==> src/sv/pgat_pkg.sv <==
// ---------------------------------------------------------------------------
// pgat_pkg
// Shared types, widths and helpers of the paged grid address translator.
// ---------------------------------------------------------------------------
package pgat_pkg;

  localparam int COORD_W        = 16;
  localparam int LIN_W          = 48;
  localparam int LVL_W          = 5;
  localparam int PC_W           = 16;
  localparam int CFG_IDX_W      = 3;
  localparam int CFG_DATA_W     = 16;
  localparam int COORD_BITS_DEF = 16;

  // configuration register indexes
  typedef enum logic [CFG_IDX_W-1:0] {
    REG_GRID_X    = 3'd0,
    REG_GRID_Y    = 3'd1,
    REG_GRID_Z    = 3'd2,
    REG_CELLS_X   = 3'd3,
    REG_CELLS_Y   = 3'd4,
    REG_CELLS_Z   = 3'd5,
    REG_MAX_LEVEL = 3'd6
  } cfg_reg_e;

  typedef struct packed {
    logic [PC_W-1:0]  grid_size_x;
    logic [PC_W-1:0]  grid_size_y;
    logic [PC_W-1:0]  grid_size_z;
    logic [PC_W-1:0]  page_cells_x;
    logic [PC_W-1:0]  page_cells_y;
    logic [PC_W-1:0]  page_cells_z;
    logic [LVL_W-1:0] max_level;
  } cfg_t;

  typedef struct packed {
    logic               cmd;
    logic [COORD_W-1:0] coord_x;
    logic [COORD_W-1:0] coord_y;
    logic [COORD_W-1:0] coord_z;
    logic [LIN_W-1:0]   linear_index;
    logic [COORD_W-1:0] box_pos_x;
    logic [COORD_W-1:0] box_pos_y;
    logic [COORD_W-1:0] box_pos_z;
    logic [COORD_W-1:0] box_size_x;
    logic [COORD_W-1:0] box_size_y;
    logic [COORD_W-1:0] box_size_z;
    logic [LVL_W-1:0]   box_level;
  } in_item_t;

  typedef struct packed {
    logic [LIN_W-1:0] page_number;
    logic [LIN_W-1:0] cell_offset;
    logic [LVL_W-1:0] level_out;
    logic             valid_res;
  } out_item_t;

  // classified item handed from front to back
  typedef struct packed {
    logic                 ok;
    logic                 cmd;
    logic [LVL_W-1:0]     level;
    logic [PC_W-1:0]      lx;
    logic [PC_W-1:0]      ly;
    logic [PC_W-1:0]      lz;
    logic [COORD_W-1:0]   sx;
    logic [COORD_W-1:0]   sy;
    logic [COORD_W-1:0]   sz;
    logic [COORD_W-1:0]   px;
    logic [COORD_W-1:0]   py;
    logic [COORD_W-1:0]   pz;
    logic [COORD_W-1:0]   cx;
    logic [COORD_W-1:0]   cy;
    logic [COORD_W-1:0]   cz;
    logic [LIN_W-1:0]     lin;
    logic [2*COORD_W-1:0] plane;
  } desc_t;

  // per-axis cell count at a level, forced to one for pages of at most one cell
  function automatic logic [PC_W-1:0] level_size(input logic [PC_W-1:0] cells,
                                                 input logic [LVL_W-1:0] level);
    logic [PC_W-1:0] res;
    if (cells <= PC_W'(1)) begin
      res = PC_W'(1);
    end else begin
      res = cells >> level;
    end
    return res;
  endfunction

endpackage

==> src/sv/pgat_queue.sv <==
// ---------------------------------------------------------------------------
// pgat_queue
// Two-entry queue between front and back.
// ---------------------------------------------------------------------------
module pgat_queue (
  input  logic            clk_i,
  input  logic            rst_ni,
  input  logic            wr_i,
  input  pgat_pkg::desc_t wdata_i,
  output logic            full_o,
  input  logic            rd_i,
  output pgat_pkg::desc_t rdata_o,
  output logic            empty_o
);
  import pgat_pkg::*;

  desc_t      mem_q [2];
  logic       wp_q, wp_d, rp_q, rp_d;
  logic [1:0] cnt_q, cnt_d;

  // pointer and count update
  always_comb begin
    wp_d  = wr_i ? ~wp_q : wp_q;
    rp_d  = rd_i ? ~rp_q : rp_q;
    cnt_d = cnt_q + 2'(wr_i) - 2'(rd_i);
  end

  always_ff @(posedge clk_i or negedge rst_ni) begin
    if (!rst_ni) begin
      wp_q  <= 1'b0;
      rp_q  <= 1'b0;
      cnt_q <= '0;
    end else begin
      wp_q  <= wp_d;
      rp_q  <= rp_d;
      cnt_q <= cnt_d;
    end
  end

  // storage
  always_ff @(posedge clk_i) begin
    if (wr_i) begin
      mem_q[wp_q] <= wdata_i;
    end
  end

  assign rdata_o = mem_q[rp_q];
  assign full_o  = (cnt_q == 2'd2);
  assign empty_o = (cnt_q == 2'd0);

`ifndef SYNTHESIS
  a_cnt_bound: assert property (@(posedge clk_i) disable iff (!rst_ni)
    cnt_q <= 2'd2) else $error("queue count above depth");
  a_no_underrun: assert property (@(posedge clk_i) disable iff (!rst_ni)
    rd_i |-> cnt_q != 2'd0) else $error("queue read while empty");
  a_cnt_up: assert property (@(posedge clk_i) disable iff (!rst_ni)
    wr_i && !rd_i |=> cnt_q == $past(cnt_q) + 2'd1) else $error("queue count lost a beat");
`endif

endmodule

==> config.mk <==
export PLATFORM = sky130hd
export DESIGN_NAME = pgat_queue
export DESIGN_NICKNAME = d
export VERILOG_FILES = /design/src/sv/pgat_pkg.sv /design/src/sv/pgat_queue.sv
export SDC_FILE = /design/constraint.sdc
export NUM_CORES = 1
export LEC_CHECK = 0
export BUFFER_PORTS_ARGS = -buffer_cell sky130_fd_sc_hd__buf_2
export CORE_MARGIN = 10
export CORE_UTILIZATION = 40
export CTS_BUF_LIST = sky130_fd_sc_hd__clkbuf_4
export DETAILED_ROUTE_END_ITERATION = 16
export PLACE_DENSITY = 0.76
export SYNTH_ARGS = -nofsm -noshare
export SYNTH_HDL_FRONTEND = slang
export SYNTH_SLANG_ARGS = --single-unit
==> constraint.sdc <==
create_clock -name clk_i -period 13.6 [get_ports clk_i]
set_input_delay 0.68 -clock clk_i [delete_from_list [all_inputs] [get_ports clk_i]]
set_output_delay 0.68 -clock clk_i [all_outputs]
set_load 0.02 [all_outputs]
==> flow_summary.json <==
{
  "synth-main-ff-cell": "edfxtp_1",
  "pwr_density_cell_nw_per_um2": 201.8,
  "r2r_setup_slack_ns": 10.01,
  "ys_seq_area_share_pct": 79.72,
  "vias": 12432,
  "ys_warn_count": 0,
  "clock.fmax_mhz": 192.7,
  "required_ns": 12.92,
  "synth.area.top_cells": "edfxtp_1 79%, mux2_4 14%, mux2_2 4.2%, buf_6 1.2%, dfrtp_1 0.47%",
  "cp_common_cell": "buf_4",
  "cp-start-kind": "register",
  "syn_area_per_cell_sq_um": 23.95,
  "grt-ovfl-total": 0,
  "endpoint_kind": "primary output",
  "port_buffers": 563,
  "finalWorstSetupSlack_ns": 8.411,
  "worstPathArrival_ns": 4.51,
  "path_cells": "buf_4 > buf_4 > mux2_4 > buf_2",
  "setup_viol": 0,
  "crit_path_max_fanout": 61,
  "layout_min_cycle_time_ns": 5.189,
  "synth_cell_types": 13,
  "synth_nets": 1168,
  "holdBufCountCts": 283,
  "gp_congestion": 0.8104,
  "worstHoldPathCells": 2,
  "relSlewSlack_pct": 23.06,
  "worst_hold_path_type": "in -> reg",
  "drc": 0,
  "n_fill_cell": 3898,
  "drt-pass1-iter-count": 4,
  "r2r_end": "mem_q[0][190]",
  "cts-root-buf": "clkbuf_4",
  "coreArea_sq_um": 52450,
  "hold_slack_ns": 0.4402,
  "cts_tree": "built",
  "io_pins": 564,
  "fin_skew_ns": 0.07716,
  "detail-route-antenna-nets": 0,
  "cts_inserted_buffers": 147,
  "cp_slowest_cell": "dfrtp_4",
  "yosysMostFrequentCell": "edfxtp_1",
  "netlist.area_leader.share_pct": 79.25,
  "hold_path.startpoint": "wdata_i[18]",
  "routedWlPerCell_um": 21.33,
  "worst-slew-pin-transition_ns": 1.154,
  "wl_mm": 56.47,
  "die_y_um": 249.9,
  "syn-cell-area_sq_um": 21140,
  "row_count": 84,
  "post_cts_resized": 0,
  "status": "finished clean",
  "regToRegStartpoint": "wp_q",
  "area_growth_pct": 38.19,
  "regArea_sq_um": 16860,
  "hold_viol": 0,
  "synth.top_cells.by_count": "558 x edfxtp_1, 200 x mux2_4, 79 x mux2_2",
  "rr_worst_depth": 4,
  "slowest_delay_ns": 1.04,
  "grt_max_degree": 144,
  "antenna_found_initial": 11,
  "dp_worst_setup_slack_ns": 9.352,
  "p_leak_nw": 11.79,
  "fin_crit_sh_pct": 38.15,
  "grt_pass1_vias": 14142,
  "grt_setup_unrepaired": "false",
  "worstSkewPairLatency_ns": 0.97,
  "synth_cells": 883,
  "cts_buffer_depth": 3,
  "cap_violations": 0,
  "synth-seq-cells": 562,
  "dieArea_sq_um": 62460,
  "post-cts-setup-buffers": 0,
  "nets": 2142,
  "grt_pass1_wl_mm": 85.08,
  "slew_viol_final": 0,
  "fp.dieW_um": 249.9,
  "dp_hpwl_mm": 35.83,
  "fin_tns_setup_ns": 0,
  "vias_per_cell": 4.697,
  "synth-async-reset-ratio_pct": 0.7117,
  "h-tree-depth": 4,
  "yosys.area.top_type": "edfxtp_1",
  "synth-edff-count": 558,
  "hold_end": "mem_q[0][18]",
  "clkTransAtPathRegs_ns": 0.07,
  "dp.cells": 2113,
  "initial_core_util_pct": 40.32,
  "clock-sinks": 562,
  "drive_gt1_share_pct": 54.96,
  "instances_no_fill": 2647,
  "worst_ir_drop_vdd_v": 0.0001861,
  "multi_input_area_sq_um": 3991,
  "critPathKind": "reg -> out",
  "grtUsageTotal_pct": 17.79,
  "initialDrtViolationCount": 700
}
## worst max path at each step
stage | from | endpoint | slack [ns] | cells past startpoint
3_3_place_gp | rp_q | rdata_o[5] | 9.38 | 4
2_1_floorplan | wr_i | mem_q[0][0] | 5.22 | 1
6_report | rp_q | rdata_o[204] | 8.41 | 4
5_1_grt | rp_q | rdata_o[1] | 8.08 | 4
4_1_cts | rp_q | rdata_o[7] | 8.22 | 4
3_5_place_dp | rp_q | rdata_o[7] | 9.35 | 4
## cells by family after synthesis
logic type	synth area share [%]
flip-flops	79.72
buffers and inverters	1.450
adder cells (fa/ha/maj)	0.1183
AND/OR/NAND/NOR	0.1065
XOR/XNOR	0.1953
multiplexers	18.41
## cell type report
class | instances | share of cell area [%]
diodes | 12 | 0.1028
clock buffers | 204 | 5.241
clock inverters | 35 | 0.6851
inverters | 2 | 0.02569
multi-input cells | 288 | 13.66
flip-flops and latches | 562 | 57.70
well taps | 688 | 2.946
repair buffers | 856 | 19.64
## layout by cell type, fill, tap and decap left out, types with 2 or more instances in the layout
| master | instances |
|---|---|
| xor2_1 | 2 |
| clkbuf_4 | 204 |
| dlygate4sd3_1 | 283 |
| inv_1 | 2 |
| inv_2 | 3 |
| bufinv_16 | 2 |
| mux2_2 | 79 |
| diode_2 | 12 |
| ha_1 | 2 |
| buf_4 | 9 |
| mux2_4 | 200 |
| edfxtp_1 | 558 |
| clkinv_1 | 24 |
| buf_2 | 563 |
| clkinvlp_4 | 2 |
| dfrtp_1 | 3 |
| clkinv_2 | 3 |
## routing by layer
metal  global-route usage [%]  part of all wire, %  vias to the layer above
met5                        0                    0                        -
met4                    7.013                  2.4                        0
met3                    7.004                  8.9                       82
met2                    31.17                   53                      616
met1                    18.86                   36                     6155
li1                         -                    -                     5579
## sequential cells by signal, indices dropped and copies added (netlist names)
name	flops
mem_q	558
cnt_q	2
wp_q	1
rp_q	1
## where the power goes
| group | switching [W] | internal [W] |
|---|---|---|
| Combinational | 0.00120 | 0.000887 |
| Clock | 0.000658 | 0.000724 |
| Sequential | 0.000127 | 0.00230 |
## worst max-delay path, delay by kind of cell (launching register included)
family                 cells  cell delay, ns
buffers and inverters      3            1.97
DFF                        1            1.04
muxes                      1            0.38
## metrics by stage
step	instance area [sq um]	util, %	total power [W]
after floorplan	21150	-	0.003960
after global placement	24620	46.95	0.004437
after detailed placement	24620	46.95	0.004475
after CTS	29190	55.66	0.005929
after global routing	29220	55.71	0.006182
final	29220	55.71	0.005897
Note: power is estimated with default switching activity, not from simulation.
