**src/sv/pgat_pkg.sv**
```systemverilog
// ---------------------------------------------------------------------------
// pgat_pkg
// Shared types, widths and helpers of the paged grid address translator.
// ---------------------------------------------------------------------------
package pgat_pkg;

  localparam int COORD_W        = 16;
  localparam int LIN_W          = 48;
  localparam int LVL_W          = 5;
  localparam int PC_W           = 16;
  localparam int CFG_IDX_W      = 3;
  localparam int CFG_DATA_W     = 16;
  localparam int COORD_BITS_DEF = 16;

  // configuration register indexes
  typedef enum logic [CFG_IDX_W-1:0] {
    REG_GRID_X    = 3'd0,
    REG_GRID_Y    = 3'd1,
    REG_GRID_Z    = 3'd2,
    REG_CELLS_X   = 3'd3,
    REG_CELLS_Y   = 3'd4,
    REG_CELLS_Z   = 3'd5,
    REG_MAX_LEVEL = 3'd6
  } cfg_reg_e;

  typedef struct packed {
    logic [PC_W-1:0]  grid_size_x;
    logic [PC_W-1:0]  grid_size_y;
    logic [PC_W-1:0]  grid_size_z;
    logic [PC_W-1:0]  page_cells_x;
    logic [PC_W-1:0]  page_cells_y;
    logic [PC_W-1:0]  page_cells_z;
    logic [LVL_W-1:0] max_level;
  } cfg_t;

  typedef struct packed {
    logic               cmd;
    logic [COORD_W-1:0] coord_x;
    logic [COORD_W-1:0] coord_y;
    logic [COORD_W-1:0] coord_z;
    logic [LIN_W-1:0]   linear_index;
    logic [COORD_W-1:0] box_pos_x;
    logic [COORD_W-1:0] box_pos_y;
    logic [COORD_W-1:0] box_pos_z;
    logic [COORD_W-1:0] box_size_x;
    logic [COORD_W-1:0] box_size_y;
    logic [COORD_W-1:0] box_size_z;
    logic [LVL_W-1:0]   box_level;
  } in_item_t;

  typedef struct packed {
    logic [LIN_W-1:0] page_number;
    logic [LIN_W-1:0] cell_offset;
    logic [LVL_W-1:0] level_out;
    logic             valid_res;
  } out_item_t;

  // classified item handed from front to back
  typedef struct packed {
    logic                 ok;
    logic                 cmd;
    logic [LVL_W-1:0]     level;
    logic [PC_W-1:0]      lx;
    logic [PC_W-1:0]      ly;
    logic [PC_W-1:0]      lz;
    logic [COORD_W-1:0]   sx;
    logic [COORD_W-1:0]   sy;
    logic [COORD_W-1:0]   sz;
    logic [COORD_W-1:0]   px;
    logic [COORD_W-1:0]   py;
    logic [COORD_W-1:0]   pz;
    logic [COORD_W-1:0]   cx;
    logic [COORD_W-1:0]   cy;
    logic [COORD_W-1:0]   cz;
    logic [LIN_W-1:0]     lin;
    logic [2*COORD_W-1:0] plane;
  } desc_t;

  // per-axis cell count at a level, forced to one for pages of at most one cell
  function automatic logic [PC_W-1:0] level_size(input logic [PC_W-1:0] cells,
                                                 input logic [LVL_W-1:0] level);
    logic [PC_W-1:0] res;
    if (cells <= PC_W'(1)) begin
      res = PC_W'(1);
    end else begin
      res = cells >> level;
    end
    return res;
  endfunction

endpackage

```
**src/sv/pgat_cfg.sv**
```systemverilog
// ---------------------------------------------------------------------------
// pgat_cfg
// Configuration register file, written over its own valid/ready channel.
// ---------------------------------------------------------------------------
module pgat_cfg (
  input  logic                           clk_i,
  input  logic                           rst_ni,
  input  logic                           cfg_valid_i,
  output logic                           cfg_ready_o,
  input  logic [pgat_pkg::CFG_IDX_W-1:0]  cfg_index_i,
  input  logic [pgat_pkg::CFG_DATA_W-1:0] cfg_data_i,
  output pgat_pkg::cfg_t                 cfg_o
);
  import pgat_pkg::*;

  cfg_t cfg_q, cfg_d;

  // register decode
  always_comb begin
    cfg_d = cfg_q;
    if (cfg_valid_i) begin
      unique case (cfg_reg_e'(cfg_index_i))
        REG_GRID_X:    cfg_d.grid_size_x  = cfg_data_i;
        REG_GRID_Y:    cfg_d.grid_size_y  = cfg_data_i;
        REG_GRID_Z:    cfg_d.grid_size_z  = cfg_data_i;
        REG_CELLS_X:   cfg_d.page_cells_x = cfg_data_i;
        REG_CELLS_Y:   cfg_d.page_cells_y = cfg_data_i;
        REG_CELLS_Z:   cfg_d.page_cells_z = cfg_data_i;
        REG_MAX_LEVEL: cfg_d.max_level    = cfg_data_i[LVL_W-1:0];
        default:       cfg_d = cfg_q;
      endcase
    end
  end

  always_ff @(posedge clk_i or negedge rst_ni) begin
    if (!rst_ni) begin
      cfg_q.grid_size_x  <= PC_W'(1);
      cfg_q.grid_size_y  <= PC_W'(1);
      cfg_q.grid_size_z  <= PC_W'(1);
      cfg_q.page_cells_x <= PC_W'(1);
      cfg_q.page_cells_y <= PC_W'(1);
      cfg_q.page_cells_z <= PC_W'(1);
      cfg_q.max_level    <= '0;
    end else begin
      cfg_q <= cfg_d;
    end
  end

  assign cfg_ready_o = 1'b1;
  assign cfg_o       = cfg_q;

endmodule

```
**config.mk**
```make
export PLATFORM = sky130hd
export DESIGN_NAME = pgat_cfg
export DESIGN_NICKNAME = d
export VERILOG_FILES = /design/src/sv/pgat_pkg.sv /design/src/sv/pgat_cfg.sv
export SDC_FILE = /design/constraint.sdc
export NUM_CORES = 1
export LEC_CHECK = 0
export ABC_CLOCK_PERIOD_IN_PS = 1800
export BUFFER_PORTS_ARGS = -buffer_cell sky130_fd_sc_hd__buf_2
export CAP_MARGIN = 30
export CORE_MARGIN = 3
export CORE_UTILIZATION = 54
export CTS_CLUSTER_DIAMETER = 60
export DETAILED_ROUTE_END_ITERATION = 10
export PLACE_DENSITY = 0.81
export SLEW_MARGIN = 20
export SYNTH_ARGS = -nofsm -noshare
export SYNTH_HDL_FRONTEND = slang
export SYNTH_SLANG_ARGS = --single-unit
```
**constraint.sdc**
```tcl
create_clock -name clk_i -period 1.8 [get_ports clk_i]
set_input_delay 0.09 -clock clk_i [delete_from_list [all_inputs] [get_ports clk_i]]
set_output_delay 0.09 -clock clk_i [all_outputs]
set_load 0.1 [all_outputs]
```
==> flow_metrics.tcl, run 1 <==
set metrics [dict create \
    yosys.area_share.simple_pct 2.57 \
    slowest_stage "dfstp_2" \
    rows 30 \
    syn-cell-area_mm2 0.00389 \
    slew_headroom_pct 59.4 \
    cts.htree.levels 3 \
    drcViolationCount 0 \
    worstMarginPinSlew_ns 0.607 \
    viasPerCell 5.18 \
    multiInputGateArea_mm2 0.00124 \
    ys_ff_latch 101 \
    fill_cells 510 \
    clock_skew_ns 0 \
    synth_fa_ha_area_share_pct 0 \
    r2r_end "cfg_o[19]$_DFFE_PN0P_" \
    yosysMostFrequentCell "mux2_2" \
    max_cap_violations 0 \
    synth_compound_area_share_pct 0 \
    post_cts_buffers 0 \
    synth_top_area_share_pct 61.1 \
    start_util_pct 56.3 \
    worstPathCellList "buf_2" \
    cts_tree "yes" \
    drive_above_1_share_pct 71.8 \
    crit-reg2reg-launch "cfg_o[19]$_DFFE_PN0P_" \
    synth_common_cells "101 x mux2_2, 95 x dfrtp_1, 6 x buf_6, 6 x dfstp_2" \
    grt_max_degree 45 \
    clk_pin_slew_worst_paths_ns 0.10 \
    drt-pass1-iter-count 4 \
    tns_ns 0 \
    area_growth_pct 23.2 \
    hold_depth 2 \
    slowest_delay_ns 0.55 \
    synth_top_family_by_area "multiplexers" \
    fmax_mhz 705 \
    synth.distinct_cells 13 \
    io_buffer_count 122 \
    final-seq-area_mm2 0.00253 \
    status "finished clean" \
    path_max_fanout 2 \
    die_w_um 90.9 \
    fin_crit_sh_pct 78.7 \
    cts_hold_buf 1 \
    hold_violations 0 \
    synth_top_area_cell "dfrtp_1" \
    syn_area_per_cell_um2 17.6 \
    min-delay-start "cfg_data_i[14]" \
    worstSetupEndpointType "primary output" \
    grt_pass1_vias 2470 \
    min_to "cfg_o[35]$_DFFE_PN0P_" \
    seq_area_frac_synth_pct 65.1 \
    path_buf_inv 1 \
    synth_edf_count 0 \
    fin_nets 371 \
    antenna_cells 0 \
    wl_per_cell_um 17.9 \
    hold_path_class "in2reg" \
    chipHeight_um 90.9 \
    largest_register_ffs 101 \
    worstSkewPairLatency_ns 0.35 \
    ys_top_cells_by_area "dfrtp_1 61%, mux2_2 29%, dfstp_2 4.1%" \
    vias 2331 \
    r2r_slack_ns 1.01 \
    gp_congestion 0.749 \
    cts_sinks 101 \
    crit_required_ns 1.71 \
    cts_buffers 9 \
    fin_crit_ns 1.42 \
    wirelength_um 8060 \
    io_pins 124 \
    die_area_mm2 0.00826 \
    rsz0062_at_grt "no" \
    finalSetupViolations 0 \
    ys_warn_count 0 \
    drt_iter0_markers 36 \
    cp-start-kind "flip-flop" \
    syn_nets 243 \
    antenna_found_initial 0 \
    grt_pass1_wl_um 13200 \
    synth-xor-area-share_pct 0 \
    syn_inst 221 \
    path_delay_family "flip-flops" \
    synthArstFlopShare_pct 100 \
    slew_viol_final 0 \
    core_area_mm2 0.00691 \
    cts_resized 0 \
    arrival_ns 1.33 \
    overflow 0 \
    cts_root_buf "clkbuf_8" \
    cts_buffer_depth 2 \
    hpwl_um 5720 \
    synth_ff_type "dfrtp_1" \
    antenna_left 0 \
    worst-setup-path-type "reg2out" \
    muxShareOfSynthArea_pct 29.2 \
    grt_use_total_pct 20.6 \
    reg2reg_depth 1 \
]
## per-stage QoR
step | hold WS [ns] | instances | utilization, % | worst slack (ns) | instance area [um^2]
global route | 0.0333 | 450 | 69.4 | 0.347 | 4790
CTS | 0.0244 | 450 | 69.4 | 0.365 | 4790
floorplan | -0.206 | 221 | - | 0.505 | 3890
detailed placement | 0.121 | 433 | 66.0 | 0.333 | 4560
global placement | 0.115 | 433 | 66.0 | 0.361 | 4560
finish | 0.0346 | 450 | 69.4 | 0.383 | 4790
## cell families (layout without fill, tap and decap cells)
| logic type | Yosys count | in the layout |
|---|---|---|
| flops | 101 | 101 |
| simple gates | 7 | 7 |
| buf+inv | 11 | 144 |
| mux | 101 | 101 |
| other cells | 1 | 1 |
## how the worst max path moves through the flow
stage	from	end	slack (ns)	cells past startpoint
global route	cfg_o[53]$_DFFE_PN1P_	cfg_o[53]	0.35	1
floorplan	cfg_index_i[0]	cfg_o[100]$_DFFE_PN0P_	0.51	4
CTS	cfg_o[5]$_DFFE_PN1P_	cfg_o[5]	0.37	1
finish	cfg_o[5]$_DFFE_PN1P_	cfg_o[5]	0.38	1
detailed placement	cfg_index_i[2]	cfg_o[38]$_DFFE_PN0P_	0.33	3
global placement	cfg_index_i[2]	cfg_o[44]$_DFFE_PN0P_	0.36	3
## metal layers
| metal | wire [um] | GRT usage, % | vias up |
|---|---|---|---|
| li1 | - | - | 1042 |
| met1 | 3420 | 26.7 | 1206 |
| met2 | 4050 | 34.0 | 74 |
| met3 | 473 | 5.08 | 9 |
| met4 | 116 | 7.04 | 0 |
| met5 | 0 | 0 | - |
## placed cells by master (no fill, tap or decap)
master / count
clkinvlp_4: 2
clkinv_4: 1
dfrtp_1: 95
nand4b_2: 2
buf_12: 1
nand4b_1: 1
dlygate4sd3_1: 1
mux2_2: 101
nor4b_4: 1
and4bb_1: 1
buf_2: 121
bufinv_16: 2
clkbuf_1: 1
dfstp_2: 6
and4bb_2: 2
buf_4: 5
clkbuf_8: 10
conb_1: 1
## layout make-up
| type | count | area share, % |
|---|---|---|
| sequential | 101 | 52.9 |
| timing repair buffer | 128 | 14.0 |
| clock inverter | 5 | 1.75 |
| tap | 96 | 2.51 |
| clock buffer | 11 | 2.95 |
| multi-input combinational | 109 | 25.9 |
Power of run 1 is not shown: default switching activity piles up to over one toggle a cycle in this logic, so the estimate is an artifact.
==> run 2, diff against run 1 <==
--- a/config.mk
+++ b/config.mk
@@ -5,14 +5,14 @@
 export SDC_FILE = /design/constraint.sdc
 export NUM_CORES = 1
 export LEC_CHECK = 0
-export ABC_CLOCK_PERIOD_IN_PS = 1800
+export ABC_CLOCK_PERIOD_IN_PS = 1400
 export BUFFER_PORTS_ARGS = -buffer_cell sky130_fd_sc_hd__buf_2
 export CAP_MARGIN = 30
 export CORE_MARGIN = 3
-export CORE_UTILIZATION = 54
+export CORE_UTILIZATION = 50
 export CTS_CLUSTER_DIAMETER = 60
 export DETAILED_ROUTE_END_ITERATION = 10
-export PLACE_DENSITY = 0.81
+export PLACE_DENSITY = 0.76
 export SLEW_MARGIN = 20
 export SYNTH_ARGS = -nofsm -noshare
 export SYNTH_HDL_FRONTEND = slang
==> constraint.sdc (replaced) <==
create_clock -name clk_i -period 1.4 [get_ports clk_i]
set_input_delay 0.07 -clock clk_i [delete_from_list [all_inputs] [get_ports clk_i]]
set_output_delay 0.07 -clock clk_i [all_outputs]
set_load 0.1 [all_outputs]
==> flow_metrics.tcl, run 2 (synthesized netlist as in run 1, its figures left out) <==
set metrics [dict create \
    gp_congestion 0.743 \
    crit-reg2reg-launch "cfg_o[44]$_DFFE_PN0P_" \
    post_dp_cell_area_mm2 0.00467 \
    status "finished clean" \
    cts_sinks 101 \
    cts_buffers 9 \
    drt-pass1-iter-count 3 \
    fmax_mhz 783 \
    drcViolationCount 0 \
    vias 2349 \
    die_area_mm2 0.00888 \
    arrival_ns 1.21 \
    path_delay_family "flip-flops" \
    max_cap_violations 0 \
    start_util_pct 52.5 \
    cts_buffer_depth 2 \
    grt_pass1_wl_um 12800 \
    r2r_end "cfg_o[44]$_DFFE_PN0P_" \
    io_buffer_count 122 \
    die_w_um 94.2 \
    cts.htree.levels 3 \
    core_area_mm2 0.00741 \
    multiInputGateArea_mm2 0.00124 \
    worst-setup-path-type "reg2out" \
    rsz0062_at_grt "no" \
    clock_skew_ns 0 \
    final-seq-area_mm2 0.00253 \
    path_buf_inv 1 \
    r2r_slack_ns 0.62 \
    grt_use_total_pct 19.5 \
    area_growth_pct 27.1 \
    fill_cells 580 \
    cp-start-kind "flip-flop" \
    io_pins 124 \
    drive_above_1_share_pct 72.1 \
    clk_pin_slew_worst_paths_ns 0.10 \
    crit_required_ns 1.33 \
    path_max_fanout 2 \
    hold_violations 0 \
    antenna_cells 0 \
    final_area_mm2 0.00494 \
    reg2reg_depth 1 \
    worstSetupEndpointType "primary output" \
    wl_met1_um 3440 \
    slew_viol_final 0 \
    worstPathCellList "clkbuf_4" \
    wirelength_um 8200 \
    hold_path_class "in2reg" \
    wl_met2_um 4270 \
    met3WireLength_um 387 \
    drt_iter0_markers 46 \
    grt_pass1_vias 2413 \
    wl_per_cell_um 17.8 \
    worstSkewPairLatency_ns 0.35 \
    min-delay-start "cfg_data_i[14]" \
    cts_root_buf "clkbuf_8" \
    viasPerCell 5.10 \
    cts_tree "yes" \
    tns_ns 0 \
    fin_nets 379 \
    overflow 0 \
    slowest_stage "dfstp_2" \
    fin_crit_sh_pct 91.3 \
    slowest_delay_ns 0.53 \
    antenna_found_initial 0 \
    antenna_left 0 \
    min_to "cfg_o[83]$_DFFE_PN0P_" \
    rows 31 \
    largest_register_ffs 101 \
    layout_commonest_cell "buf_2" \
    topRoutingLayerUsed "met4" \
    layout_common_cells "115 x buf_2, 101 x mux2_2, 95 x dfrtp_1" \
    post_cts_buffers 0 \
    grt_max_degree 40 \
    fin_crit_ns 1.28 \
    hold_depth 2 \
    hpwl_um 5970 \
    chipHeight_um 94.2 \
    finalSetupViolations 0 \
]
run 2: cell count changes in the layout (fill, tap and decap cells not counted):
cell / before / now
buf_2: 121 / 115
buf_12: 1 / 6
buf_4: 5 / 10
clkbuf_4: 0 / 2
dlygate4sd3_1: 1 / 3
inv_6: 0 / 2
clkbuf_1: 1 / 0
clkbuf_8: 10 / 9
clkinvlp_4: 2 / 1
inv_8: 0 / 1
run 2: final cells by class:
type / instances / area share [%]
multi-input cells: 109 / 25.1
flip-flops and latches: 101 / 51.3
well taps: 99 / 2.51
repair buffers: 136 / 16.5
clock buffers: 9 / 2.51
clock inverters: 7 / 2.13
run 2: timing repair:
item | in CTS | in global routing
endpoints found under the hold margin | 108 | 0
gates cloned | 0 | 0
endpoints found under the setup margin | 4 | 2
resized for setup | 4 | 2
hold buffers | 3 | 0
run 2: worst max path at each step:
stage,from,to,slack (ns),depth (start not counted)
4_1_cts,cfg_o[85]$_DFFE_PN1P_,cfg_o[85],0.003,1
3_5_place_dp,cfg_index_i[0],cfg_o[94]$_DFFE_PN0P_,0.16,4
3_3_place_gp,cfg_index_i[0],cfg_o[100]$_DFFE_PN0P_,0.20,4
5_1_grt,cfg_o[85]$_DFFE_PN1P_,cfg_o[85],0.09,1
6_report,cfg_o[85]$_DFFE_PN1P_,cfg_o[85],0.12,1
2_1_floorplan,cfg_index_i[0],cfg_o[100]$_DFFE_PN0P_,0.13,4
run 2: metrics by stage:
stage,cells,hold slack [ns],utilization (%),worst slack (ns)
after floorplan,221,-0.226,-,0.125
after global placement,442,0.0146,63.0,0.201
after detailed placement,442,0.0122,63.0,0.160
after CTS,461,0.00109,66.7,0.00283
after global routing,461,0.00939,66.7,0.0870
final,461,0.0204,66.7,0.122
run 2: metal layers:
layer  vias to the layer above  global-route usage, %
met2                        64                   33.0
met1                      1208                   24.7
li1                       1069                      -
met4                         0                   6.98
met3                         8                   4.09
met5                         -                      0
Power of run 2 is left out for the same reason.
