**src/sv/pgat_pkg.sv**
```systemverilog
// ---------------------------------------------------------------------------
// pgat_pkg
// Shared types, widths and helpers of the paged grid address translator.
// ---------------------------------------------------------------------------
package pgat_pkg;

  localparam int COORD_W        = 16;
  localparam int LIN_W          = 48;
  localparam int LVL_W          = 5;
  localparam int PC_W           = 16;
  localparam int CFG_IDX_W      = 3;
  localparam int CFG_DATA_W     = 16;
  localparam int COORD_BITS_DEF = 16;

  // configuration register indexes
  typedef enum logic [CFG_IDX_W-1:0] {
    REG_GRID_X    = 3'd0,
    REG_GRID_Y    = 3'd1,
    REG_GRID_Z    = 3'd2,
    REG_CELLS_X   = 3'd3,
    REG_CELLS_Y   = 3'd4,
    REG_CELLS_Z   = 3'd5,
    REG_MAX_LEVEL = 3'd6
  } cfg_reg_e;

  typedef struct packed {
    logic [PC_W-1:0]  grid_size_x;
    logic [PC_W-1:0]  grid_size_y;
    logic [PC_W-1:0]  grid_size_z;
    logic [PC_W-1:0]  page_cells_x;
    logic [PC_W-1:0]  page_cells_y;
    logic [PC_W-1:0]  page_cells_z;
    logic [LVL_W-1:0] max_level;
  } cfg_t;

  typedef struct packed {
    logic               cmd;
    logic [COORD_W-1:0] coord_x;
    logic [COORD_W-1:0] coord_y;
    logic [COORD_W-1:0] coord_z;
    logic [LIN_W-1:0]   linear_index;
    logic [COORD_W-1:0] box_pos_x;
    logic [COORD_W-1:0] box_pos_y;
    logic [COORD_W-1:0] box_pos_z;
    logic [COORD_W-1:0] box_size_x;
    logic [COORD_W-1:0] box_size_y;
    logic [COORD_W-1:0] box_size_z;
    logic [LVL_W-1:0]   box_level;
  } in_item_t;

  typedef struct packed {
    logic [LIN_W-1:0] page_number;
    logic [LIN_W-1:0] cell_offset;
    logic [LVL_W-1:0] level_out;
    logic             valid_res;
  } out_item_t;

  // classified item handed from front to back
  typedef struct packed {
    logic                 ok;
    logic                 cmd;
    logic [LVL_W-1:0]     level;
    logic [PC_W-1:0]      lx;
    logic [PC_W-1:0]      ly;
    logic [PC_W-1:0]      lz;
    logic [COORD_W-1:0]   sx;
    logic [COORD_W-1:0]   sy;
    logic [COORD_W-1:0]   sz;
    logic [COORD_W-1:0]   px;
    logic [COORD_W-1:0]   py;
    logic [COORD_W-1:0]   pz;
    logic [COORD_W-1:0]   cx;
    logic [COORD_W-1:0]   cy;
    logic [COORD_W-1:0]   cz;
    logic [LIN_W-1:0]     lin;
    logic [2*COORD_W-1:0] plane;
  } desc_t;

  // per-axis cell count at a level, forced to one for pages of at most one cell
  function automatic logic [PC_W-1:0] level_size(input logic [PC_W-1:0] cells,
                                                 input logic [LVL_W-1:0] level);
    logic [PC_W-1:0] res;
    if (cells <= PC_W'(1)) begin
      res = PC_W'(1);
    end else begin
      res = cells >> level;
    end
    return res;
  endfunction

endpackage

```
**src/sv/pgat_front.sv**
```systemverilog
// ---------------------------------------------------------------------------
// pgat_front
// Accepts input beats, masks coordinates, checks the box and level and
// works out level sizes and the box plane area.
// ---------------------------------------------------------------------------
module pgat_front #(
  parameter int COORD_BITS = pgat_pkg::COORD_BITS_DEF
) (
  input  logic               push,
  input  logic               full_i,
  input  pgat_pkg::in_item_t in_i,
  input  pgat_pkg::cfg_t     cfg_i,
  output logic               wr_o,
  output pgat_pkg::desc_t    desc_o
);
  import pgat_pkg::*;

  localparam int CW = (COORD_BITS < COORD_W) ? COORD_BITS : COORD_W;
  localparam logic [COORD_W-1:0] CMASK = COORD_W'((17'd1 << CW) - 17'd1);

  desc_t d;

  // classify the item
  always_comb begin
    d.cmd   = in_i.cmd;
    d.level = in_i.box_level;
    d.lin   = in_i.linear_index;
    d.sx    = in_i.box_size_x & CMASK;
    d.sy    = in_i.box_size_y & CMASK;
    d.sz    = in_i.box_size_z & CMASK;
    d.px    = in_i.box_pos_x & CMASK;
    d.py    = in_i.box_pos_y & CMASK;
    d.pz    = in_i.box_pos_z & CMASK;
    d.cx    = in_i.coord_x & CMASK;
    d.cy    = in_i.coord_y & CMASK;
    d.cz    = in_i.coord_z & CMASK;
    d.lx    = level_size(cfg_i.page_cells_x, in_i.box_level);
    d.ly    = level_size(cfg_i.page_cells_y, in_i.box_level);
    d.lz    = level_size(cfg_i.page_cells_z, in_i.box_level);
    d.plane = (2*COORD_W)'(d.sx) * (2*COORD_W)'(d.sy);
    d.ok    = (d.sx != '0) && (d.sy != '0) && (d.sz != '0) &&
              (in_i.box_level <= cfg_i.max_level) &&
              (d.lx != '0) && (d.ly != '0) && (d.lz != '0);
  end

  assign wr_o   = push && !full_i;
  assign desc_o = d;

endmodule

```
**config.mk**
```make
export PLATFORM = sky130hd
export DESIGN_NAME = pgat_front
export DESIGN_NICKNAME = d
export VERILOG_FILES = /design/src/sv/pgat_pkg.sv /design/src/sv/pgat_front.sv
export SDC_FILE = /design/constraint.sdc
export NUM_CORES = 1
export LEC_CHECK = 0
export ABC_AREA = 1
export BUFFER_PORTS_ARGS = -buffer_cell sky130_fd_sc_hd__buf_2
export CORE_AREA = 2 2 225 227
export DETAILED_ROUTE_END_ITERATION = 10
export DIE_AREA = 0 0 227 229
export MAX_ROUTING_LAYER = met4
export PLACE_DENSITY_LB_ADDON = 0.15
export SLEW_MARGIN = 40
export SYNTH_ARGS = -nofsm -noshare
export SYNTH_HDL_FRONTEND = slang
export SYNTH_SLANG_ARGS = --single-unit
```
**constraint.sdc**
```tcl
create_clock -name vclk -period 5.2
set_clock_uncertainty 0.15 [all_clocks]
set_input_delay 0.26 -clock vclk [all_inputs]
set_output_delay 0.26 -clock vclk [all_outputs]
set_load 0.1 [all_outputs]
```
==> results of run 1 <==
## cells by family (layout without fill, tap and decap cells)
family | after synthesis | in the layout | synth area share, %
AOI/OAI and AO/OA | 94 | 94 | 4.04
and+or+nand+nor | 871 | 871 | 27.6
adders and majority gates | 303 | 303 | 39.5
xor gates and xnor gates | 30 | 30 | 1.98
buffers and inverters | 722 | 880 | 26.8
## per-stage QoR
| step | hold slack, ns | utilization (%) | setup slack [ns] | instances | TNS (ns) |
|---|---|---|---|---|---|
| floorplan | 0.564 | - | -0.631 | 2020 | -9.52 |
| finish | 0.370 | 35.4 | -0.531 | 2850 | -8.21 |
| detailed placement | 0.371 | 32.0 | -0.833 | 2817 | -14.32 |
| global placement | 0.371 | 32.0 | -0.834 | 2817 | -14.34 |
| CTS | 0.371 | 34.1 | -0.599 | 2834 | -8.95 |
| global route | 0.370 | 35.4 | -0.725 | 2850 | -11.88 |
## layer usage
| layer | GRT usage [%] | wire, um | vias to the layer above |
|---|---|---|---|
| met4 | 0.592 | 163 | 0 |
| met2 | 29.9 | 22600 | 453 |
| met1 | 26.6 | 22400 | 6163 |
| met3 | 3.81 | 3740 | 20 |
| li1 | - | - | 6139 |
| met5 | - | 0 | - |
## cells in the mapped netlist
master    count  area [um2]
nand3_1     187         936
nand4_1      14        87.6
nand2_2      10        62.6
xor2_1       17         149
o21ai_1      12        60.1
nand3_2       4        40.0
nand3b_1      1        7.51
clkbuf_1     72         270
a21boi_0      1        7.51
buf_6         6        67.6
inv_4         1        6.26
nor4_2        1        12.5
nor3_2        1        10.0
xnor2_1      13         114
a21boi_2      2        22.5
a21oi_1      42         210
o21ai_0      17        85.1
fa_1        194        3880
a21o_1        4        30.0
a41oi_1       1        8.76
nand2_1     540        2030
o21ai_2       2        17.5
clkinv_1      2        7.51
buf_12        1        20.0
o21a_1        3        22.5
o221ai_1      1        8.76
o21bai_1      4        30.0
buf_1         4        15.0
nor2_1       85         319
a21boi_1      2        15.0
nor3_1        8        40.0
a31oi_1       3        18.8
nor2_2        3        18.8
inv_1       417        1570
and2_1        2        12.5
ha_1        109        1360
buf_2        15        75.1
nor4_1       14        87.6
buf_4       203        1520
and2_4        1        8.76
inv_8         1        11.3
## worst max path at each step
| stage | depth (start not counted) | slack (ns) | end | from |
|---|---|---|---|---|
| after detailed placement | 19 | -0.83 | desc_o[31] | in_i[45] |
| after floorplan | 23 | -0.63 | desc_o[31] | in_i[44] |
| after global placement | 19 | -0.83 | desc_o[31] | in_i[31] |
| after global routing | 25 | -0.73 | desc_o[28] | in_i[44] |
| final | 21 | -0.53 | desc_o[28] | in_i[45] |
| after CTS | 21 | -0.60 | desc_o[28] | in_i[40] |
## what timing repair did
| item | 4_1_cts | 5_1_grt |
|---|---|---|
| gates cloned | 1 | 0 |
| setup endpoints to repair | 24 | 24 |
| resized for setup | 239 | 141 |
| buffers inserted | 17 | 18 |
| pin swaps | 86 | 88 |
## area by class of cell
type	count	share of cell area (%)
inverter	421	9.05
timing repair buffer	459	21.6
multi-input combinational	1298	64.6
tap	672	4.78
==> impl_metrics.xml, run 1 <==
<?xml version="1.0" encoding="UTF-8"?>
<metrics>
  <group name="cells_and_area">
    <metric name="fin_area" unit="um2">17600</metric>
    <metric name="post_route_cells_drive_above_1_share" unit="%">33.5</metric>
    <metric name="fin_nets" unit="">2784</metric>
    <metric name="syn_to_final_growth" unit="%">32.3</metric>
    <metric name="layout_common_cells" unit="">478 x nand2_1, 368 x inv_1, 187 x buf_2, 176 x fa_1, 175 x nand3_1</metric>
    <metric name="seq_cells" unit="">0</metric>
    <metric name="multi_input_area" unit="um2">11300</metric>
    <metric name="fillerInstances" unit="">5392</metric>
    <metric name="antenna_cells_inserted" unit="">0</metric>
    <metric name="leading_cell_type_in_the_layout_fill_and_taps_excluded" unit="">nand2_1</metric>
    <metric name="clockBufferCount" unit="">0</metric>
    <metric name="regArea" unit="um2">0</metric>
  </group>
  <group name="detailed_routing">
    <metric name="drt-wirelength-per-cell" unit="um">17.2</metric>
    <metric name="route.final.wire_length" unit="mm">48.9</metric>
    <metric name="post_drt_via_cell_ratio" unit="">4.48</metric>
    <metric name="vias" unit="">12800</metric>
    <metric name="postRouteAntennaNets" unit="">0</metric>
    <metric name="number_of_detailed_route_iterations_in_the_first_pass" unit="">5</metric>
    <metric name="detailedRoute.firstIterationViolations" unit="">692</metric>
    <metric name="drc" unit="">0</metric>
  </group>
  <group name="sta">
    <metric name="final.period_utilization" unit="%">110</metric>
    <metric name="fmaxAchievable" unit="MHz">174</metric>
    <metric name="timing.slew.headroom" unit="%">43.1</metric>
    <metric name="finalSetupViolCount" unit="">20</metric>
    <metric name="report.final.slew_viol_count" unit="">0</metric>
    <metric name="grt_setup_unrepaired" unit="">true</metric>
    <metric name="worstMarginPinSlew" unit="ns">0.852</metric>
    <metric name="timing.final.ws_setup" unit="ns">-0.531</metric>
    <metric name="period_needed" unit="ns">5.73</metric>
    <metric name="final-hold-violation-count" unit="">0</metric>
  </group>
  <group name="critical_path">
    <metric name="crit_path_top_delay_cell" unit="">fa_2</metric>
    <metric name="critical_path_arrival" unit="ns">5.32</metric>
    <metric name="timing.critical_path.max_delay_family" unit="">adder cells</metric>
    <metric name="crit_fanout" unit="">5</metric>
    <metric name="cp_common_cell" unit="">fa_1</metric>
    <metric name="worst_setup_path_end_kind" unit="">output port</metric>
    <metric name="critical_path.max_stage_delay" unit="ns">0.65</metric>
    <metric name="worstPathCellList" unit="">buf_12, buf_6, nand2_4, fa_1, inv_2, fa_1, fa_2, fa_1, fa_1, inv_1, fa_1, inv_2, ha_4, nand4_1, nor2_4, nand4_1, nand3_4, nand3_2, nand3_4, xor2_4, buf_12</metric>
    <metric name="timing.critical_path.from_type" unit="">input port</metric>
    <metric name="worst-endpoint-required" unit="ns">4.79</metric>
    <metric name="path_class" unit="">input port to output port</metric>
    <metric name="critical_path_buf_inv_count" unit="">6</metric>
  </group>
  <group name="placement">
    <metric name="dp_hpwl" unit="mm">42.1</metric>
    <metric name="gp_congestion" unit="">0.906</metric>
    <metric name="place.port_buffers" unit="">243</metric>
    <metric name="cell_area_placed" unit="um2">15900</metric>
  </group>
  <group name="global_routing">
    <metric name="grt_pass1_vias" unit="">13000</metric>
    <metric name="grt_pass1_wl" unit="mm">75.5</metric>
    <metric name="antenna_found_initial" unit="">0</metric>
    <metric name="gr-total-overflow" unit="">0</metric>
    <metric name="globalRouteTotalUtil" unit="%">19.0</metric>
    <metric name="maximum_number_of_pins_on_one_net_before_global_route_repair" unit="">55</metric>
  </group>
  <group name="synthesis">
    <metric name="synth_sequential_area_ratio" unit="%">0</metric>
    <metric name="postSynthCellCount" unit="">2020</metric>
    <metric name="syn_avg_cell_area" unit="um2">6.57</metric>
    <metric name="synth_cell_types" unit="">41</metric>
    <metric name="yosysWarnings" unit="">0</metric>
    <metric name="syn_nets" unit="">2624</metric>
    <metric name="synthesis.area" unit="um2">13300</metric>
  </group>
  <group name="min_path">
    <metric name="whs_path_depth" unit="">0</metric>
    <metric name="min_path_type" unit="">input port to output port</metric>
    <metric name="timing.hold.worst.start" unit="">in_i[133]</metric>
    <metric name="hold_end" unit="">desc_o[64]</metric>
  </group>
  <group name="die">
    <metric name="row_count" unit="">82</metric>
    <metric name="floorplan.die.height" unit="um">229</metric>
    <metric name="area_of_the_die" unit="um2">52000</metric>
    <metric name="initial_core_util" unit="%">26.7</metric>
    <metric name="design.core.area" unit="um2">49700</metric>
    <metric name="io-pin-count" unit="">581</metric>
    <metric name="die-width" unit="um">227</metric>
  </group>
  <group name="status">
    <metric name="violations" unit="">setup timing</metric>
    <metric name="status" unit="">complete, but fails checks</metric>
  </group>
  <group name="clock_tree">
    <metric name="cts_hold_repair.buffers" unit="">0</metric>
  </group>
  <group name="run">
    <metric name="maxCapViolCount" unit="">0</metric>
  </group>
</metrics>
Power of run 1 is not shown: default switching activity piles up to over one toggle a cycle in this logic, so the estimate is an artifact.
==> run 2: changes to the inputs <==
CORE_AREA = 2 2 227 229   (was 2 2 225 227)
DIE_AREA = 0 0 229 231   (was 0 0 227 229)
clock period = 5.7 ns   (was 5.2 ns; I/O delays follow)
==> run 2 against run 1 <==
Net effect: the run still ends with setup timing left; count of clock-buffer cells in the layout unchanged; global-route usage decreased by 0.54 points; wire length decreased by 1.6%; sequential share of layout area unchanged; core utilization decreased by 2.6 points; highest routed layer unchanged.
==> impl_metrics.xml, run 2 (synthesis gave the netlist of run 1 again) <==
<?xml version="1.0" encoding="UTF-8"?>
<metrics>
  <group name="global_routing">
    <metric name="maximum_number_of_pins_on_one_net_before_global_route_repair" unit="">55</metric>
    <metric name="met2_usage" unit="%">29.5</metric>
    <metric name="gr-total-overflow" unit="">0</metric>
    <metric name="grt_pass1_vias" unit="">13000</metric>
    <metric name="antenna_found_initial" unit="">1</metric>
    <metric name="globalRouteMet3Util" unit="%">4.31</metric>
    <metric name="globalRouteTotalUtil" unit="%">18.5</metric>
    <metric name="grt_pass1_wl" unit="mm">75.7</metric>
    <metric name="grt.met1_usage" unit="%">24.7</metric>
    <metric name="grt_most_used_layer" unit="">met2</metric>
  </group>
  <group name="placement">
    <metric name="place.port_buffers" unit="">243</metric>
    <metric name="placed_cells" unit="">2821</metric>
    <metric name="dp_hpwl" unit="mm">42.0</metric>
    <metric name="gp_congestion" unit="">0.899</metric>
  </group>
  <group name="status">
    <metric name="status" unit="">complete, but fails checks</metric>
    <metric name="violations" unit="">setup timing</metric>
  </group>
  <group name="critical_path">
    <metric name="critical_path.max_stage_delay" unit="ns">0.55</metric>
    <metric name="crit_fanout" unit="">5</metric>
    <metric name="path_class" unit="">input port to output port</metric>
    <metric name="critical_path_arrival" unit="ns">5.37</metric>
    <metric name="worst_setup_path_end_kind" unit="">output port</metric>
    <metric name="worstPathCellList" unit="">buf_12, buf_6, nand2_2, inv_2, fa_1, inv_2, fa_2, fa_1, fa_1, inv_2, fa_1, inv_2, fa_1, inv_2, ha_4, a21o_1, a21oi_2, nand2_2, nand2_2, nand3_4, a21oi_4, xnor2_4, buf_12</metric>
    <metric name="timing.critical_path.from_type" unit="">input port</metric>
    <metric name="crit_path_top_delay_cell" unit="">fa_1</metric>
    <metric name="worst-endpoint-required" unit="ns">5.27</metric>
  </group>
  <group name="cells_and_area">
    <metric name="syn_to_final_growth" unit="%">25.2</metric>
    <metric name="fillerInstances" unit="">5615</metric>
    <metric name="fin_nets" unit="">2761</metric>
    <metric name="seq_cells" unit="">0</metric>
    <metric name="finish.cell_count_without_fillers" unit="">2836</metric>
    <metric name="clockBufferCount" unit="">0</metric>
    <metric name="leading_cell_type_in_the_layout_fill_and_taps_excluded" unit="">nand2_1</metric>
    <metric name="layout_common_cells" unit="">506 x nand2_1, 386 x inv_1, 189 x buf_2, 179 x fa_1, 178 x nand3_1</metric>
    <metric name="regArea" unit="um2">0</metric>
    <metric name="multi_input_area" unit="um2">10800</metric>
    <metric name="post_route_cells_drive_above_1_share" unit="%">29.1</metric>
  </group>
  <group name="sta">
    <metric name="worstMarginPinSlew" unit="ns">0.737</metric>
    <metric name="report.final.slew_viol_count" unit="">0</metric>
    <metric name="fmaxAchievable" unit="MHz">172</metric>
    <metric name="timing.slew.headroom" unit="%">50.6</metric>
    <metric name="finalSetupViolCount" unit="">13</metric>
    <metric name="grt_setup_unrepaired" unit="">true</metric>
    <metric name="final.period_utilization" unit="%">102</metric>
    <metric name="timing.final.ws_setup" unit="ns">-0.109</metric>
    <metric name="period_needed" unit="ns">5.81</metric>
    <metric name="final-hold-violation-count" unit="">0</metric>
  </group>
  <group name="detailed_routing">
    <metric name="drt-wirelength-per-cell" unit="um">17.0</metric>
    <metric name="detailedRoute.firstIterationViolations" unit="">916</metric>
    <metric name="post_drt_via_cell_ratio" unit="">4.49</metric>
    <metric name="postRouteAntennaNets" unit="">0</metric>
    <metric name="vias" unit="">12700</metric>
    <metric name="drc" unit="">0</metric>
    <metric name="route.final.wire_length" unit="mm">48.1</metric>
    <metric name="number_of_detailed_route_iterations_in_the_first_pass" unit="">5</metric>
  </group>
  <group name="die">
    <metric name="io-pin-count" unit="">581</metric>
    <metric name="floorplan.die.height" unit="um">231</metric>
    <metric name="die-width" unit="um">229</metric>
    <metric name="initial_core_util" unit="%">26.2</metric>
    <metric name="row_count" unit="">83</metric>
    <metric name="area_of_the_die" unit="um2">52900</metric>
    <metric name="design.core.area" unit="um2">50700</metric>
  </group>
  <group name="run">
    <metric name="maxCapViolCount" unit="">0</metric>
  </group>
  <group name="min_path">
    <metric name="min_path_type" unit="">input port to output port</metric>
  </group>
</metrics>
## run 2: changes by cell type in the layout (fill, tap and decap cells not counted), moves of 5 or more
cell,before,now
buf_6,52,31
a21oi_4,14,5
ha_4,24,12
buf_12,43,36
inv_1,368,386
buf_8,8,2
nand2_4,23,9
inv_2,49,30
a21oi_2,7,12
buf_4,168,176
nor2_4,12,5
nand2_2,49,35
ha_1,83,96
nand2_1,478,506
## run 2: path summary, 6_finish.rpt
check / cells past startpoint / from / endpoint
hold / removal: 0 / in_i[149] / desc_o[80]
setup / recovery: 23 / in_i[42] / desc_o[24]
## run 2: final cells by class
| class | instances | share of cell area, % |
|---|---|---|
| antenna | 1 | 0.0150 |
| inverter | 421 | 9.56 |
| multi-input combinational | 1298 | 64.9 |
| tap | 680 | 5.12 |
| timing repair buffer | 436 | 20.4 |
## run 2: critical path: cells and delay by family
kind / cells / cell delay [ns]
AO/OA/AOI/OAI: 3 / 0.57
adder cells (fa/ha/maj): 7 / 3.33
AND/OR/NAND/NOR: 4 / 0.39
buffers and inverters: 8 / 0.64
XOR/XNOR: 1 / 0.16
## run 2: timing repair
action / in CTS / in global routing
hold buffers: 0 / 0
gates resized for setup: 126 / 74
pin swaps: 50 / 44
endpoints found under the setup margin: 22 / 20
gates cloned: 0 / 1
buffers inserted: 9 / 4
## run 2: through the flow
stage	hold WS, ns	utilization [%]	worst slack [ns]	instance area (um2)	TNS, ns
3_3_place_gp	0.421	31.2	-0.399	15800	-4.72
4_1_cts	0.421	32.2	-0.203	16300	-1.72
3_5_place_dp	0.421	31.2	-0.405	15800	-4.21
6_report	0.420	32.8	-0.109	16600	-0.754
2_1_floorplan	0.614	-	-0.200	14300	-1.57
5_1_grt	0.420	32.8	-0.300	16600	-4.15
## run 2: layer usage
metal,wire [um],share of wire [%]
met1,21500,45
met3,3660,7.6
met5,0,0
met4,437,0.91
met2,22600,47
Power of run 2 is left out for the same reason.
==> run 3: changes to the inputs <==
CORE_AREA = 2 2 223 225   (was 2 2 227 229)
DIE_AREA = 0 0 225 227   (was 0 0 229 231)
clock period = 6.3 ns   (was 5.7 ns; I/O delays follow)
==> run 3 against run 2 <==
Net effect: the run now ends clean; via count down 4.3%; setup slack better by 0.33 ns; critical path depth unchanged; cell area down 11%; final cell count down 5.5%; die area down 3.4%; core utilization down 2.2 points; hold slack better by 0.060 ns; first-iteration DRC count down 25%; count of clock-buffer cells in the layout unchanged; global-route usage down 0.79 points; largest cell class unchanged.
==> impl_metrics.xml, run 3 (synthesis gave the netlist of run 1 again) <==
<?xml version="1.0" encoding="UTF-8"?>
<metrics>
  <group name="status">
    <metric name="status" unit="">finished clean</metric>
  </group>
  <group name="detailed_routing">
    <metric name="post_drt_via_cell_ratio" unit="">4.55</metric>
    <metric name="number_of_detailed_route_iterations_in_the_first_pass" unit="">5</metric>
    <metric name="detailedRoute.firstIterationViolations" unit="">684</metric>
    <metric name="route.final.wire_length" unit="mm">44.3</metric>
    <metric name="vias" unit="">12200</metric>
    <metric name="drc" unit="">0</metric>
    <metric name="drt-wirelength-per-cell" unit="um">16.5</metric>
    <metric name="postRouteAntennaNets" unit="">0</metric>
  </group>
  <group name="clock_tree">
    <metric name="cts_hold_repair.buffers" unit="">0</metric>
  </group>
  <group name="min_path">
    <metric name="timing.hold.worst.start" unit="">in_i[175]</metric>
    <metric name="whs_path_depth" unit="">0</metric>
    <metric name="min_path_type" unit="">input port to output port</metric>
    <metric name="hold_end" unit="">desc_o[106]</metric>
  </group>
  <group name="critical_path">
    <metric name="worst-endpoint-required" unit="ns">5.83</metric>
    <metric name="path_class" unit="">input port to output port</metric>
    <metric name="worst_setup_path_end_kind" unit="">output port</metric>
    <metric name="timing.critical_path.from_type" unit="">input port</metric>
    <metric name="critical_path_arrival" unit="ns">5.62</metric>
    <metric name="crit_fanout" unit="">9</metric>
  </group>
  <group name="cells_and_area">
    <metric name="leading_cell_type_in_the_layout_fill_and_taps_excluded" unit="">nand2_1</metric>
    <metric name="fillerInstances" unit="">5384</metric>
    <metric name="seq_cells" unit="">0</metric>
    <metric name="fin_nets" unit="">2664</metric>
    <metric name="antenna_cells_inserted" unit="">0</metric>
    <metric name="clockBufferCount" unit="">0</metric>
    <metric name="post_route_cells_drive_above_1_share" unit="%">20.2</metric>
    <metric name="regArea" unit="um2">0</metric>
    <metric name="layout_common_cells" unit="">537 x nand2_1, 417 x inv_1, 212 x buf_2, 191 x fa_1, 184 x nand3_1</metric>
    <metric name="syn_to_final_growth" unit="%">12.0</metric>
  </group>
  <group name="placement">
    <metric name="dp_hpwl" unit="mm">38.6</metric>
    <metric name="place.port_buffers" unit="">243</metric>
    <metric name="gp_congestion" unit="">0.883</metric>
  </group>
  <group name="die">
    <metric name="floorplan.die.height" unit="um">227</metric>
    <metric name="row_count" unit="">81</metric>
    <metric name="initial_core_util" unit="%">27.4</metric>
    <metric name="io-pin-count" unit="">581</metric>
    <metric name="die-width" unit="um">225</metric>
    <metric name="design.core.area" unit="um2">48500</metric>
    <metric name="area_of_the_die" unit="um2">51100</metric>
  </group>
  <group name="global_routing">
    <metric name="gr-total-overflow" unit="">0</metric>
    <metric name="globalRouteTotalUtil" unit="%">17.7</metric>
    <metric name="maximum_number_of_pins_on_one_net_before_global_route_repair" unit="">55</metric>
    <metric name="grt_pass1_wl" unit="mm">70.1</metric>
    <metric name="grt_pass1_vias" unit="">12400</metric>
    <metric name="antenna_found_initial" unit="">0</metric>
  </group>
  <group name="sta">
    <metric name="timing.slew.headroom" unit="%">45.2</metric>
    <metric name="whs" unit="ns">0.480</metric>
    <metric name="worstMarginPinSlew" unit="ns">0.821</metric>
    <metric name="period_needed" unit="ns">6.08</metric>
    <metric name="fmaxAchievable" unit="MHz">164</metric>
    <metric name="report.final.slew_viol_count" unit="">0</metric>
    <metric name="final-hold-violation-count" unit="">0</metric>
    <metric name="finalSetupViolCount" unit="">0</metric>
    <metric name="grt_setup_unrepaired" unit="">true</metric>
    <metric name="final.period_utilization" unit="%">96.5</metric>
  </group>
  <group name="run">
    <metric name="maxCapViolCount" unit="">0</metric>
  </group>
</metrics>
-- run 3: area by class of cell --
cell class / count / area [um2] / share of cell area (%)
Timing Repair Buffer: 339 / 2320 / 15.6
Inverter: 421 / 1590 / 10.7
Multi-Input combinational cell: 1298 / 10200 / 68.5
Tap cell: 622 / 778 / 5.23
-- run 3: worst max-delay path: stages --
cell     delay, ns
buf_2         0.18
buf_4         0.16
nand2_1       0.05
inv_1         0.06
fa_1          0.53
inv_1         0.05
fa_2          0.51
inv_1         0.05
fa_1          0.52
fa_1          0.46
fa_1          0.50
inv_1         0.05
fa_1          0.48
inv_1         0.06
ha_4          0.24
a21oi_2       0.16
o21ai_1       0.11
a31oi_2       0.27
nand3_4       0.14
a21oi_2       0.19
buf_4         0.15
xor2_4        0.17
buf_12        0.19
-- run 3: worst max-delay path by stage --
| stage | startpoint | endpoint | slack (ns) | depth (start not counted) |
|---|---|---|---|---|
| after floorplan | in_i[44] | desc_o[27] | -0.35 | 23 |
| after global placement | in_i[44] | desc_o[31] | -0.12 | 24 |
| after detailed placement | in_i[44] | desc_o[31] | -0.05 | 24 |
| after CTS | in_i[43] | desc_o[25] | 0.007 | 25 |
| after global routing | in_i[41] | desc_o[30] | -0.03 | 23 |
| final | in_i[49] | desc_o[31] | 0.22 | 23 |
-- run 3: routing by layer --
metal,part of all wire [%],GRT usage [%]
met5,0,-
met4,0.57,1.00
met3,5.4,2.57
met2,47,29.1
met1,47,24.1
-- run 3: repair_timing --
item	in CTS	in global routing
endpoints found under the hold margin	0	0
pin swaps	0	7
buffers inserted	0	0
gates resized for setup	7	40
setup endpoints to repair	6	15
-- run 3: per-stage QoR --
stage          setup WS [ns]  cell area, um2  instances  TNS, ns  utilization (%)
6_report               0.220           14900       2680        0             30.6
5_1_grt              -0.0325           14900       2680  -0.0604             30.6
4_1_cts              0.00732           14700       2680        0             30.3
3_5_place_dp         -0.0494           14700       2680  -0.0541             30.2
3_3_place_gp          -0.116           14700       2680   -0.233             30.2
2_1_floorplan         -0.355           13600       2020   -0.856                -
Power of run 3 is left out for the same reason.
